[config.mk]
export PLATFORM = sky130hd
export DESIGN_NAME = polynomial_add_sub_mul
export DESIGN_NICKNAME = d
export VERILOG_FILES = /design/src/rtl/core/pasm_pkg.sv /design/src/rtl/core/polynomial_add_sub_mul.sv /design/src/rtl/core/pasm_ram.sv /design/src/rtl/core/pasm_mac.sv
export SDC_FILE = /design/constraint.sdc
export NUM_CORES = 2
export LEC_CHECK = 0
export BUFFER_PORTS_ARGS = -buffer_cell sky130_fd_sc_hd__buf_2
export CORE_ASPECT_RATIO = 1.1
export CORE_MARGIN = 1.5
export CORE_UTILIZATION = 35
export DETAILED_ROUTE_END_ITERATION = 8
export GPL_TIMING_DRIVEN = 0
export PLACE_DENSITY = 0.52
export SYNTH_ARGS = -nofsm -noshare
export SYNTH_HDL_FRONTEND = slang
export SYNTH_SLANG_ARGS = --single-unit
[constraint.sdc]
create_clock -name clk_i -period 16.74 [get_ports clk_i]
set_input_delay 3.348 -clock clk_i [delete_from_list [all_inputs] [get_ports clk_i]]
set_output_delay 3.348 -clock clk_i [all_outputs]
set_load 0.005 [all_outputs]
[src/rtl/core/pasm_pkg.sv]
`timescale 1ns / 1ps
`default_nettype none
// ----------------------------------------------------------------------------
// pasm_pkg
// Shared types and codes of the polynomial add / subtract / multiply engine.
// ----------------------------------------------------------------------------
package pasm_pkg;

  // Fixed field widths of the stream words
  localparam int unsigned KIND_W   = 3;
  localparam int unsigned COEF_W   = 16;
  localparam int unsigned RESULT_W = 40;
  localparam int unsigned POWER_W  = 6;
  localparam int unsigned TERM_W   = 2 * COEF_W;

  // Item kinds carried in tuser of the input stream
  localparam logic [KIND_W-1:0] KIND_LOAD_A = 3'd0;
  localparam logic [KIND_W-1:0] KIND_LOAD_B = 3'd1;
  localparam logic [KIND_W-1:0] KIND_ADD    = 3'd2;
  localparam logic [KIND_W-1:0] KIND_SUB    = 3'd3;
  localparam logic [KIND_W-1:0] KIND_MUL    = 3'd4;
  localparam logic [KIND_W-1:0] KIND_CLEAR  = 3'd5;

  // Operation run by the datapath
  typedef enum logic [1:0] {
    OP_ADD = 2'd0,
    OP_SUB = 2'd1,
    OP_MUL = 2'd2
  } op_e;

  // One coefficient-pair read issued to the datapath
  typedef struct packed {
    logic vld;
    logic a_ok;
    logic b_ok;
  } issue_t;

endpackage : pasm_pkg
`default_nettype wire

[src/rtl/core/polynomial_add_sub_mul.sv]
`timescale 1ns / 1ps
`default_nettype none
// ----------------------------------------------------------------------------
// polynomial_add_sub_mul
// Two coefficient stores in RAM with add, subtract and convolution engine.
// ----------------------------------------------------------------------------
// Load words (kind 0 / 1) push a coefficient into operand A or B, highest
// power first; loads into a full operand are dropped.
// Kind 5 clears both operands. Add, subtract and multiply emit their result
// coefficients lowest power first on the output stream, tlast on the final
// one; an empty result gives a single zero. Coefficient k is built by
// reading both RAMs once per contributing pair through a three-stage
// multiply-accumulate path, which is drained before the coefficient is
// handed off. One word is worked on at a time: the input is not ready
// until the last result is taken, and is ready again in the cycle after.
module polynomial_add_sub_mul #(
  parameter int unsigned MAX_TERMS = 32
) (
  input  wire logic        clk_i,
  input  wire logic        rst_ni,
  input  wire logic        s_axis_tvalid,
  output logic             s_axis_tready,
  input  wire logic [15:0] s_axis_tdata,  // [15:0] coefficient
  input  wire logic [2:0]  s_axis_tuser,  // [2:0] kind
  output logic             m_axis_tvalid,
  input  wire logic        m_axis_tready,
  output logic [47:0]      m_axis_tdata,  // [39:0] result_value, [45:40] power, zero pad
  output logic             m_axis_tlast
);
  import pasm_pkg::*;

  localparam int unsigned AW = (MAX_TERMS > 1) ? $clog2(MAX_TERMS) : 1;
  localparam int unsigned LW = $clog2(MAX_TERMS + 1);
  localparam int unsigned IW = LW + 1;
  localparam logic [LW-1:0] FULL = LW'(MAX_TERMS);

  localparam logic [1:0] ST_IDLE  = 2'd0;
  localparam logic [1:0] ST_RUN   = 2'd1;
  localparam logic [1:0] ST_DRAIN = 2'd2;
  localparam logic [1:0] ST_OUT   = 2'd3;

  logic [1:0]        state_q, state_d;
  logic [LW-1:0]     la_q, la_d;
  logic [LW-1:0]     lb_q, lb_d;
  op_e               op_q, op_d;
  logic              zero_q, zero_d;
  logic [IW-1:0]     n_q, n_d;
  logic [IW-1:0]     k_q, k_d;
  logic [IW-1:0]     i_q, i_d;
  logic              start_k;
  logic              s_fire;
  logic              m_fire;
  logic              last_k;
  logic              last_issue;
  logic [IW-1:0]     k_nxt;
  logic [IW-1:0]     ilo;
  logic [IW-1:0]     ihi;
  logic [IW-1:0]     la_w, lb_w;
  logic [LW-1:0]     lmax;
  logic [IW-1:0]     ia, jb;
  logic [IW-1:0]     a_addr_w, b_addr_w;
  logic              we_a, we_b;
  logic [COEF_W-1:0] rd_a, rd_b;
  issue_t            issue;
  logic [RESULT_W-1:0] acc;
  logic              mac_busy;

  assign s_fire = s_axis_tvalid & s_axis_tready;
  assign m_fire = m_axis_tvalid & m_axis_tready;
  assign la_w   = {1'b0, la_q};
  assign lb_w   = {1'b0, lb_q};
  assign lmax   = (la_q > lb_q) ? la_q : lb_q;
  assign last_k = (k_q == n_q - IW'(1));

  // First and last A index that meets B for the coefficient being started / run
  assign k_nxt = (state_q == ST_OUT) ? k_q + IW'(1) : '0;
  assign ilo   = (k_nxt >= lb_w) ? k_nxt - lb_w + IW'(1) : '0;
  assign ihi   = (k_q < la_w) ? k_q : la_w - IW'(1);
  assign last_issue = (op_q != OP_MUL) || zero_q || (i_q == ihi);

  // Sequencer
  always_comb begin
    state_d = state_q;
    la_d    = la_q;
    lb_d    = lb_q;
    op_d    = op_q;
    zero_d  = zero_q;
    n_d     = n_q;
    k_d     = k_q;
    i_d     = i_q;
    start_k = 1'b0;
    we_a    = 1'b0;
    we_b    = 1'b0;
    unique case (state_q)
      ST_IDLE: begin
        if (s_fire) begin
          unique case (s_axis_tuser) inside
            KIND_LOAD_A: begin
              if (la_q < FULL) begin
                we_a = 1'b1;
                la_d = la_q + LW'(1);
              end
            end
            KIND_LOAD_B: begin
              if (lb_q < FULL) begin
                we_b = 1'b1;
                lb_d = lb_q + LW'(1);
              end
            end
            KIND_CLEAR: begin
              la_d = '0;
              lb_d = '0;
            end
            KIND_ADD, KIND_SUB: begin
              op_d    = (s_axis_tuser == KIND_ADD) ? OP_ADD : OP_SUB;
              zero_d  = (lmax == '0);
              n_d     = (lmax == '0) ? IW'(1) : {1'b0, lmax};
              k_d     = '0;
              i_d     = '0;
              start_k = 1'b1;
              state_d = ST_RUN;
            end
            KIND_MUL: begin
              op_d    = OP_MUL;
              zero_d  = (la_q == '0) || (lb_q == '0);
              n_d     = ((la_q == '0) || (lb_q == '0)) ? IW'(1) : la_w + lb_w - IW'(1);
              k_d     = '0;
              i_d     = ilo;
              start_k = 1'b1;
              state_d = ST_RUN;
            end
            default: ;
          endcase
        end
      end
      ST_RUN: begin
        if (last_issue) begin
          state_d = ST_DRAIN;
        end else begin
          i_d = i_q + IW'(1);
        end
      end
      ST_DRAIN: begin
        if (!mac_busy) begin
          state_d = ST_OUT;
        end
      end
      ST_OUT: begin
        if (m_fire) begin
          if (last_k) begin
            state_d = ST_IDLE;
          end else begin
            k_d     = k_nxt;
            i_d     = ilo;
            start_k = 1'b1;
            state_d = ST_RUN;
          end
        end
      end
      default: state_d = ST_IDLE;
    endcase
  end

  always_ff @(posedge clk_i or negedge rst_ni) begin
    if (!rst_ni) begin
      state_q <= ST_IDLE;
      la_q    <= '0;
      lb_q    <= '0;
      op_q    <= OP_ADD;
      zero_q  <= 1'b0;
      n_q     <= '0;
      k_q     <= '0;
      i_q     <= '0;
    end else begin
      state_q <= state_d;
      la_q    <= la_d;
      lb_q    <= lb_d;
      op_q    <= op_d;
      zero_q  <= zero_d;
      n_q     <= n_d;
      k_q     <= k_d;
      i_q     <= i_d;
    end
  end

  // Power p of an operand sits at address len-1-p
  assign ia       = (op_q == OP_MUL) ? i_q : k_q;
  assign jb       = (op_q == OP_MUL) ? k_q - i_q : k_q;
  assign a_addr_w = la_w - IW'(1) - ia;
  assign b_addr_w = lb_w - IW'(1) - jb;

  assign issue.vld  = (state_q == ST_RUN);
  assign issue.a_ok = !zero_q && ((op_q == OP_MUL) || (k_q < la_w));
  assign issue.b_ok = !zero_q && ((op_q == OP_MUL) || (k_q < lb_w));

  pasm_ram #(
    .WIDTH (COEF_W),
    .DEPTH (MAX_TERMS)
  ) u_ram_a (
    .clk_i   (clk_i),
    .we_i    (we_a),
    .waddr_i (la_q[AW-1:0]),
    .wdata_i (s_axis_tdata),
    .raddr_i (a_addr_w[AW-1:0]),
    .rdata_o (rd_a)
  );

  pasm_ram #(
    .WIDTH (COEF_W),
    .DEPTH (MAX_TERMS)
  ) u_ram_b (
    .clk_i   (clk_i),
    .we_i    (we_b),
    .waddr_i (lb_q[AW-1:0]),
    .wdata_i (s_axis_tdata),
    .raddr_i (b_addr_w[AW-1:0]),
    .rdata_o (rd_b)
  );

  pasm_mac u_mac (
    .clk_i   (clk_i),
    .rst_ni  (rst_ni),
    .clr_i   (start_k),
    .op_i    (op_q),
    .issue_i (issue),
    .rd_a_i  (rd_a),
    .rd_b_i  (rd_b),
    .acc_o   (acc),
    .busy_o  (mac_busy)
  );

  // Hold the finished coefficient on the output until taken
  assign s_axis_tready = (state_q == ST_IDLE);
  assign m_axis_tvalid = (state_q == ST_OUT);
  assign m_axis_tdata  = {2'b00, POWER_W'(k_q), acc};
  assign m_axis_tlast  = last_k;

  assert property (@(posedge clk_i) disable iff (!rst_ni) m_axis_tvalid |-> !s_axis_tready)
    else $error("input ready while a result word is pending");
  assert property (@(posedge clk_i) disable iff (!rst_ni)
    (la_q <= FULL) && (lb_q <= FULL))
    else $error("operand length beyond capacity");
  assert property (@(posedge clk_i) disable iff (!rst_ni)
    (state_q == ST_RUN && op_q == OP_MUL && !zero_q) |-> (i_q <= ihi) && (ilo <= la_w))
    else $error("multiply index outside the overlap range");
  assert property (@(posedge clk_i) disable iff (!rst_ni)
    (m_fire && m_axis_tlast) |=> (state_q == ST_IDLE))
    else $error("sequencer did not return to idle after the final word");
  assert property (@(posedge clk_i) disable iff (!rst_ni)
    (state_q == ST_OUT) |-> !mac_busy)
    else $error("result shown while terms are still in flight");

endmodule : polynomial_add_sub_mul
`default_nettype wire

[src/rtl/core/pasm_ram.sv]
`timescale 1ns / 1ps
`default_nettype none
// ----------------------------------------------------------------------------
// pasm_ram
// Generic single-port-write, single-port-read RAM with registered read data.
// ----------------------------------------------------------------------------
module pasm_ram #(
  parameter int unsigned WIDTH = 16,
  parameter int unsigned DEPTH = 32,
  localparam int unsigned AW   = (DEPTH > 1) ? $clog2(DEPTH) : 1
) (
  input  wire logic             clk_i,
  input  wire logic             we_i,
  input  wire logic [AW-1:0]    waddr_i,
  input  wire logic [WIDTH-1:0] wdata_i,
  input  wire logic [AW-1:0]    raddr_i,
  output logic      [WIDTH-1:0] rdata_o
);

  logic [WIDTH-1:0] mem_q [DEPTH];

  // Write port
  always_ff @(posedge clk_i) begin
    if (we_i) begin
      mem_q[waddr_i] <= wdata_i;
    end
  end

  // Registered read port
  always_ff @(posedge clk_i) begin
    rdata_o <= mem_q[raddr_i];
  end

endmodule : pasm_ram
`default_nettype wire

[src/rtl/core/pasm_mac.sv]
`timescale 1ns / 1ps
`default_nettype none
// ----------------------------------------------------------------------------
// pasm_mac
// Three-stage datapath: mask the read coefficients, form the term
// (sum, difference or product), accumulate it into one result coefficient.
// ----------------------------------------------------------------------------
module pasm_mac (
  input  wire logic                              clk_i,
  input  wire logic                              rst_ni,
  input  wire logic                              clr_i,
  input  wire pasm_pkg::op_e                     op_i,
  input  wire pasm_pkg::issue_t                  issue_i,
  input  wire logic [pasm_pkg::COEF_W-1:0]       rd_a_i,
  input  wire logic [pasm_pkg::COEF_W-1:0]       rd_b_i,
  output logic      [pasm_pkg::RESULT_W-1:0]     acc_o,
  output logic                                   busy_o
);
  import pasm_pkg::*;

  logic                       rdv_q;
  logic                       a_ok_q;
  logic                       b_ok_q;
  logic                       prv_q;
  logic signed [TERM_W-1:0]   term_q;
  logic signed [TERM_W-1:0]   term_d;
  logic signed [COEF_W-1:0]   a_s;
  logic signed [COEF_W-1:0]   b_s;
  logic        [RESULT_W-1:0] acc_q;
  logic        [RESULT_W-1:0] acc_d;

  // Track read data, which arrives in the cycle after the issue
  always_ff @(posedge clk_i or negedge rst_ni) begin
    if (!rst_ni) begin
      rdv_q <= 1'b0;
      prv_q <= 1'b0;
    end else begin
      rdv_q <= issue_i.vld;
      prv_q <= rdv_q;
    end
  end

  always_ff @(posedge clk_i) begin
    a_ok_q <= issue_i.a_ok;
    b_ok_q <= issue_i.b_ok;
  end

  // Drop coefficients that lie beyond an operand's length
  assign a_s = a_ok_q ? signed'(rd_a_i) : '0;
  assign b_s = b_ok_q ? signed'(rd_b_i) : '0;

  // Form the term
  always_comb begin
    case (op_i)
      OP_MUL:  term_d = a_s * b_s;
      OP_SUB:  term_d = {{COEF_W{a_s[COEF_W-1]}}, a_s} - {{COEF_W{b_s[COEF_W-1]}}, b_s};
      default: term_d = {{COEF_W{a_s[COEF_W-1]}}, a_s} + {{COEF_W{b_s[COEF_W-1]}}, b_s};
    endcase
  end

  always_ff @(posedge clk_i) begin
    term_q <= term_d;
  end

  // Accumulate the term, clear at the start of each coefficient
  always_comb begin
    acc_d = acc_q;
    if (clr_i) begin
      acc_d = '0;
    end else if (prv_q) begin
      acc_d = acc_q + {{(RESULT_W-TERM_W){term_q[TERM_W-1]}}, term_q};
    end
  end

  always_ff @(posedge clk_i) begin
    acc_q <= acc_d;
  end

  assign acc_o  = acc_q;
  assign busy_o = rdv_q | prv_q;

  // Clearing only happens with an empty pipeline
  assert property (@(posedge clk_i) disable iff (!rst_ni) clr_i |-> !busy_o)
    else $error("accumulator cleared while terms are in flight");
  // A term stage is only loaded from a read stage
  assert property (@(posedge clk_i) disable iff (!rst_ni) prv_q |-> $past(rdv_q))
    else $error("term stage valid without read data");
  // No issue on the cycle that clears
  assert property (@(posedge clk_i) disable iff (!rst_ni) clr_i |-> !issue_i.vld)
    else $error("issue coincides with accumulator clear");

endmodule : pasm_mac
`default_nettype wire
==> flow_summary.json <==
{
  "status": "finished, final reports clean",
  "n_fill_cell": 15500,
  "routabilityCongestion": 0.904,
  "dp_slack_ns": 7.91,
  "post-route-period-util_pct": 52.3,
  "seq_area_mm2": 0.0339,
  "instances_no_fill": 6536,
  "syn_area_mm2": 0.0597,
  "ys.flop_type": "edfxtp_1",
  "rsz0062_at_grt": "false",
  "grt_usage_pct": 19.3,
  "via_per_inst": 5.22,
  "fin_nets": 4703,
  "port-buffer-count": 71,
  "num_vias": 34100,
  "io_pins": 74,
  "rows": 158,
  "maxCapViolations": 0,
  "grt_overflow": 0,
  "hp-class": "flip-flop to flip-flop",
  "routedWlPerCell_um": 25.5,
  "grt_pass1_wl_um": 244000,
  "fin_skew_ns": 0.0722,
  "setup_tns_ns": 0,
  "root_buffer": "clkbuf_16",
  "hpwl_um": 121000,
  "yosysSeqAreaShare_pct": 56.8,
  "cp.required_ns": 17.21,
  "crit_arrival_ns": 9.23,
  "areaGrowthSynthToFinish_pct": 14.6,
  "clk_latency_ns": 0.78,
  "grt_antenna_before_repair": 9,
  "totalWireLength_um": 166000,
  "grt_start_max_net_pins": 65,
  "initial_core_util_pct": 35.3,
  "clock.fmax_ghz": 0.114,
  "dp_cells": 6301,
  "avgSynthCellArea_um2": 15.2,
  "async_reset_ff_share_pct": 3.42,
  "ys_types": 101,
  "grt_pass1_vias": 35500,
  "die_h_um": 436,
  "crit_type": "flip-flop to flip-flop",
  "postCtsHoldBufs": 0,
  "post-route-drc-count": 0,
  "setup_slack_ns": 7.98,
  "cts_buffers": 120,
  "dieWidth_um": 397,
  "start_kind": "flip-flop",
  "drive_above_1_share_pct": 18.8,
  "min_period_ns": 8.76,
  "dr.first_iter.drc_count": 2560,
  "cts_sinks": 1170,
  "drt_pass1_iterations": 5,
  "cts_max_path_buffers": 3,
  "ant_nets": 0,
  "clkTransAtPathRegs_ns": 0.06,
  "end_kind": "flip-flop",
  "cts.htree.levels": 3,
  "synth_edf_count": 1024,
  "core_mm2": 0.169,
  "slew_violations": 0,
  "finalHoldViolCount": 0,
  "worstPathMaxFanout": 11,
  "tightest_slew_ns": 1.44,
  "placed_area_mm2": 0.0642,
  "cts_tree": "done",
  "multi_input_area_mm2": 0.0237,
  "die-area_mm2": 0.173,
  "post_cts_resized": 0,
  "synth_cells": 3921,
  "ys_warn_count": 0,
  "synth-seq-cells": 1170,
  "finalSetupViolCount": 0,
  "slew_headroom_pct": 3.30,
  "postCtsSetupBuffers": 0,
  "fin_area_mm2": 0.0684
}
==> routing by layer <==
metal | track usage (%) | up-vias | wire length [um]
li1 | - | 15000 | -
met1 | 25.6 | 17900 | 69900
met2 | 32.6 | 973 | 82500
met3 | 2.86 | 229 | 9300
met4 | 5.78 | 2 | 4730
met5 | 0 | - | 13
==> cell usage in the layout, fill, tap and decap left out, types with 79 or more instances in the layout <==
cell | synthesis | final
edfxtp_1 | 1024 | 1024
inv_1 | 395 | 395
mux4_2 | 320 | 320
fa_1 | 271 | 271
nor2_1 | 304 | 240
ha_1 | 225 | 225
nand2_1 | 217 | 217
clkbuf_1 | 112 | 137
a21oi_1 | 121 | 121
clkbuf_16 | 0 | 121
dfxtp_1 | 106 | 106
xnor2_1 | 97 | 97
o21ai_0 | 92 | 92
buf_2 | 17 | 79
==> path summary, 6_finish.rpt <==
| path | endpoint | cells after the start | slack [ns] | from |
|---|---|---|---|---|
| max | u_mac.term_q[31] | 23 | 7.98 | u_mac.a_ok_q |
| min | u_mac.prv_q | 0 | 0.37 | u_mac.rdv_q |
| max reg2reg | u_mac.term_q[31] | 23 | 7.98 | u_mac.a_ok_q |
| min reg2reg | u_mac.prv_q | 0 | 0.37 | u_mac.rdv_q |
| max in group asynchronous | u_mac.prv_q | 1 | 13.15 | rst_ni |
| min in group asynchronous | la_q[3] | 1 | 2.79 | rst_ni |
==> cell type report <==
class                   instances  share of cell area (%)
diodes                          7                  0.0256
plain buffers                 162                    1.01
clock buffers                 152                    4.69
clock inverters                75                    1.40
inverters                     412                    2.26
multi-input cells            2178                    34.7
flip-flops and latches       1170                    49.5
well taps                    2240                    4.10
repair buffers                140                    2.24
==> critical path, stage by stage, from the launching register on <==
cell,delay [ns]
dfxtp_1,0.51
clkbuf_1,0.28
nand2_1,0.31
inv_1,0.19
clkbuf_1,0.54
nand2_1,0.20
inv_1,0.19
fa_1,0.55
fa_1,0.98
fa_1,0.55
fa_1,0.50
fa_1,0.49
inv_1,0.05
fa_1,0.48
inv_1,0.06
ha_1,0.34
and2_1,0.22
and4_1,0.29
o2111ai_1,0.31
a211o_1,0.41
o2111ai_1,0.27
a21oi_1,0.14
xnor2_1,0.34
o21ai_0,0.30
==> state kept, by name, indices dropped and copies added, names as in the netlist <==
register	flops
k_q	7
u_mac.prv_q	1
u_mac.rdv_q	1
u_mac.a_ok_q	1
zero_q	1
u_mac.term_q	32
u_mac.b_ok_q	1
i_q	7
state_q	2
n_q	7
u_ram_a.mem_q	512
la_q	6
op_q	2
u_mac.acc_o	40
u_ram_a.rdata_o	16
u_ram_b.mem_q	512
u_ram_b.rdata_o	16
lb_q	6
==> cell families after synthesis <==
logic type / Yosys count / share of synthesized area (%)
AOI/OAI and AO/OA: 453 / 5.11
xor gates and xnor gates: 137 / 2.07
adders and majority gates: 496 / 13.8
buffers and inverters: 574 / 3.75
DFF: 1170 / 56.8
muxes: 390 / 13.3
other: 1 / 0.00628
and+or+nand+nor: 700 / 5.15
==> Yosys cell counts (19+ instances only) <==
library cell     n  area [um^2]
edfxtp_1      1024        30700
inv_1          395         1480
mux4_2         320         7210
nor2_1         304         1140
fa_1           271         5430
ha_1           225         2820
nand2_1        217          815
a21oi_1        121          606
clkbuf_1       112          420
dfxtp_1        106         2120
xnor2_1         97          850
o21ai_0         92          460
a21o_1          53          398
nand3_1         41          205
dfrtp_1         40         1000
mux2_2          37          417
xor2_1          37          324
mux2i_1         31          310
nor2b_1         20          125
buf_1           19         71.3
nor3_1          19         95.1
==> stage by stage <==
stage / util [%] / hold slack, ns
2_1_floorplan: - / 0.349
3_3_place_gp: 37.2 / 0.358
3_5_place_dp: 38.0 / 0.362
4_1_cts: 40.4 / 0.376
5_1_grt: 40.4 / 0.384
6_report: 40.4 / 0.374
Power is not shown: default switching activity piles up to over one toggle a cycle in this logic, so the estimate is an artifact.
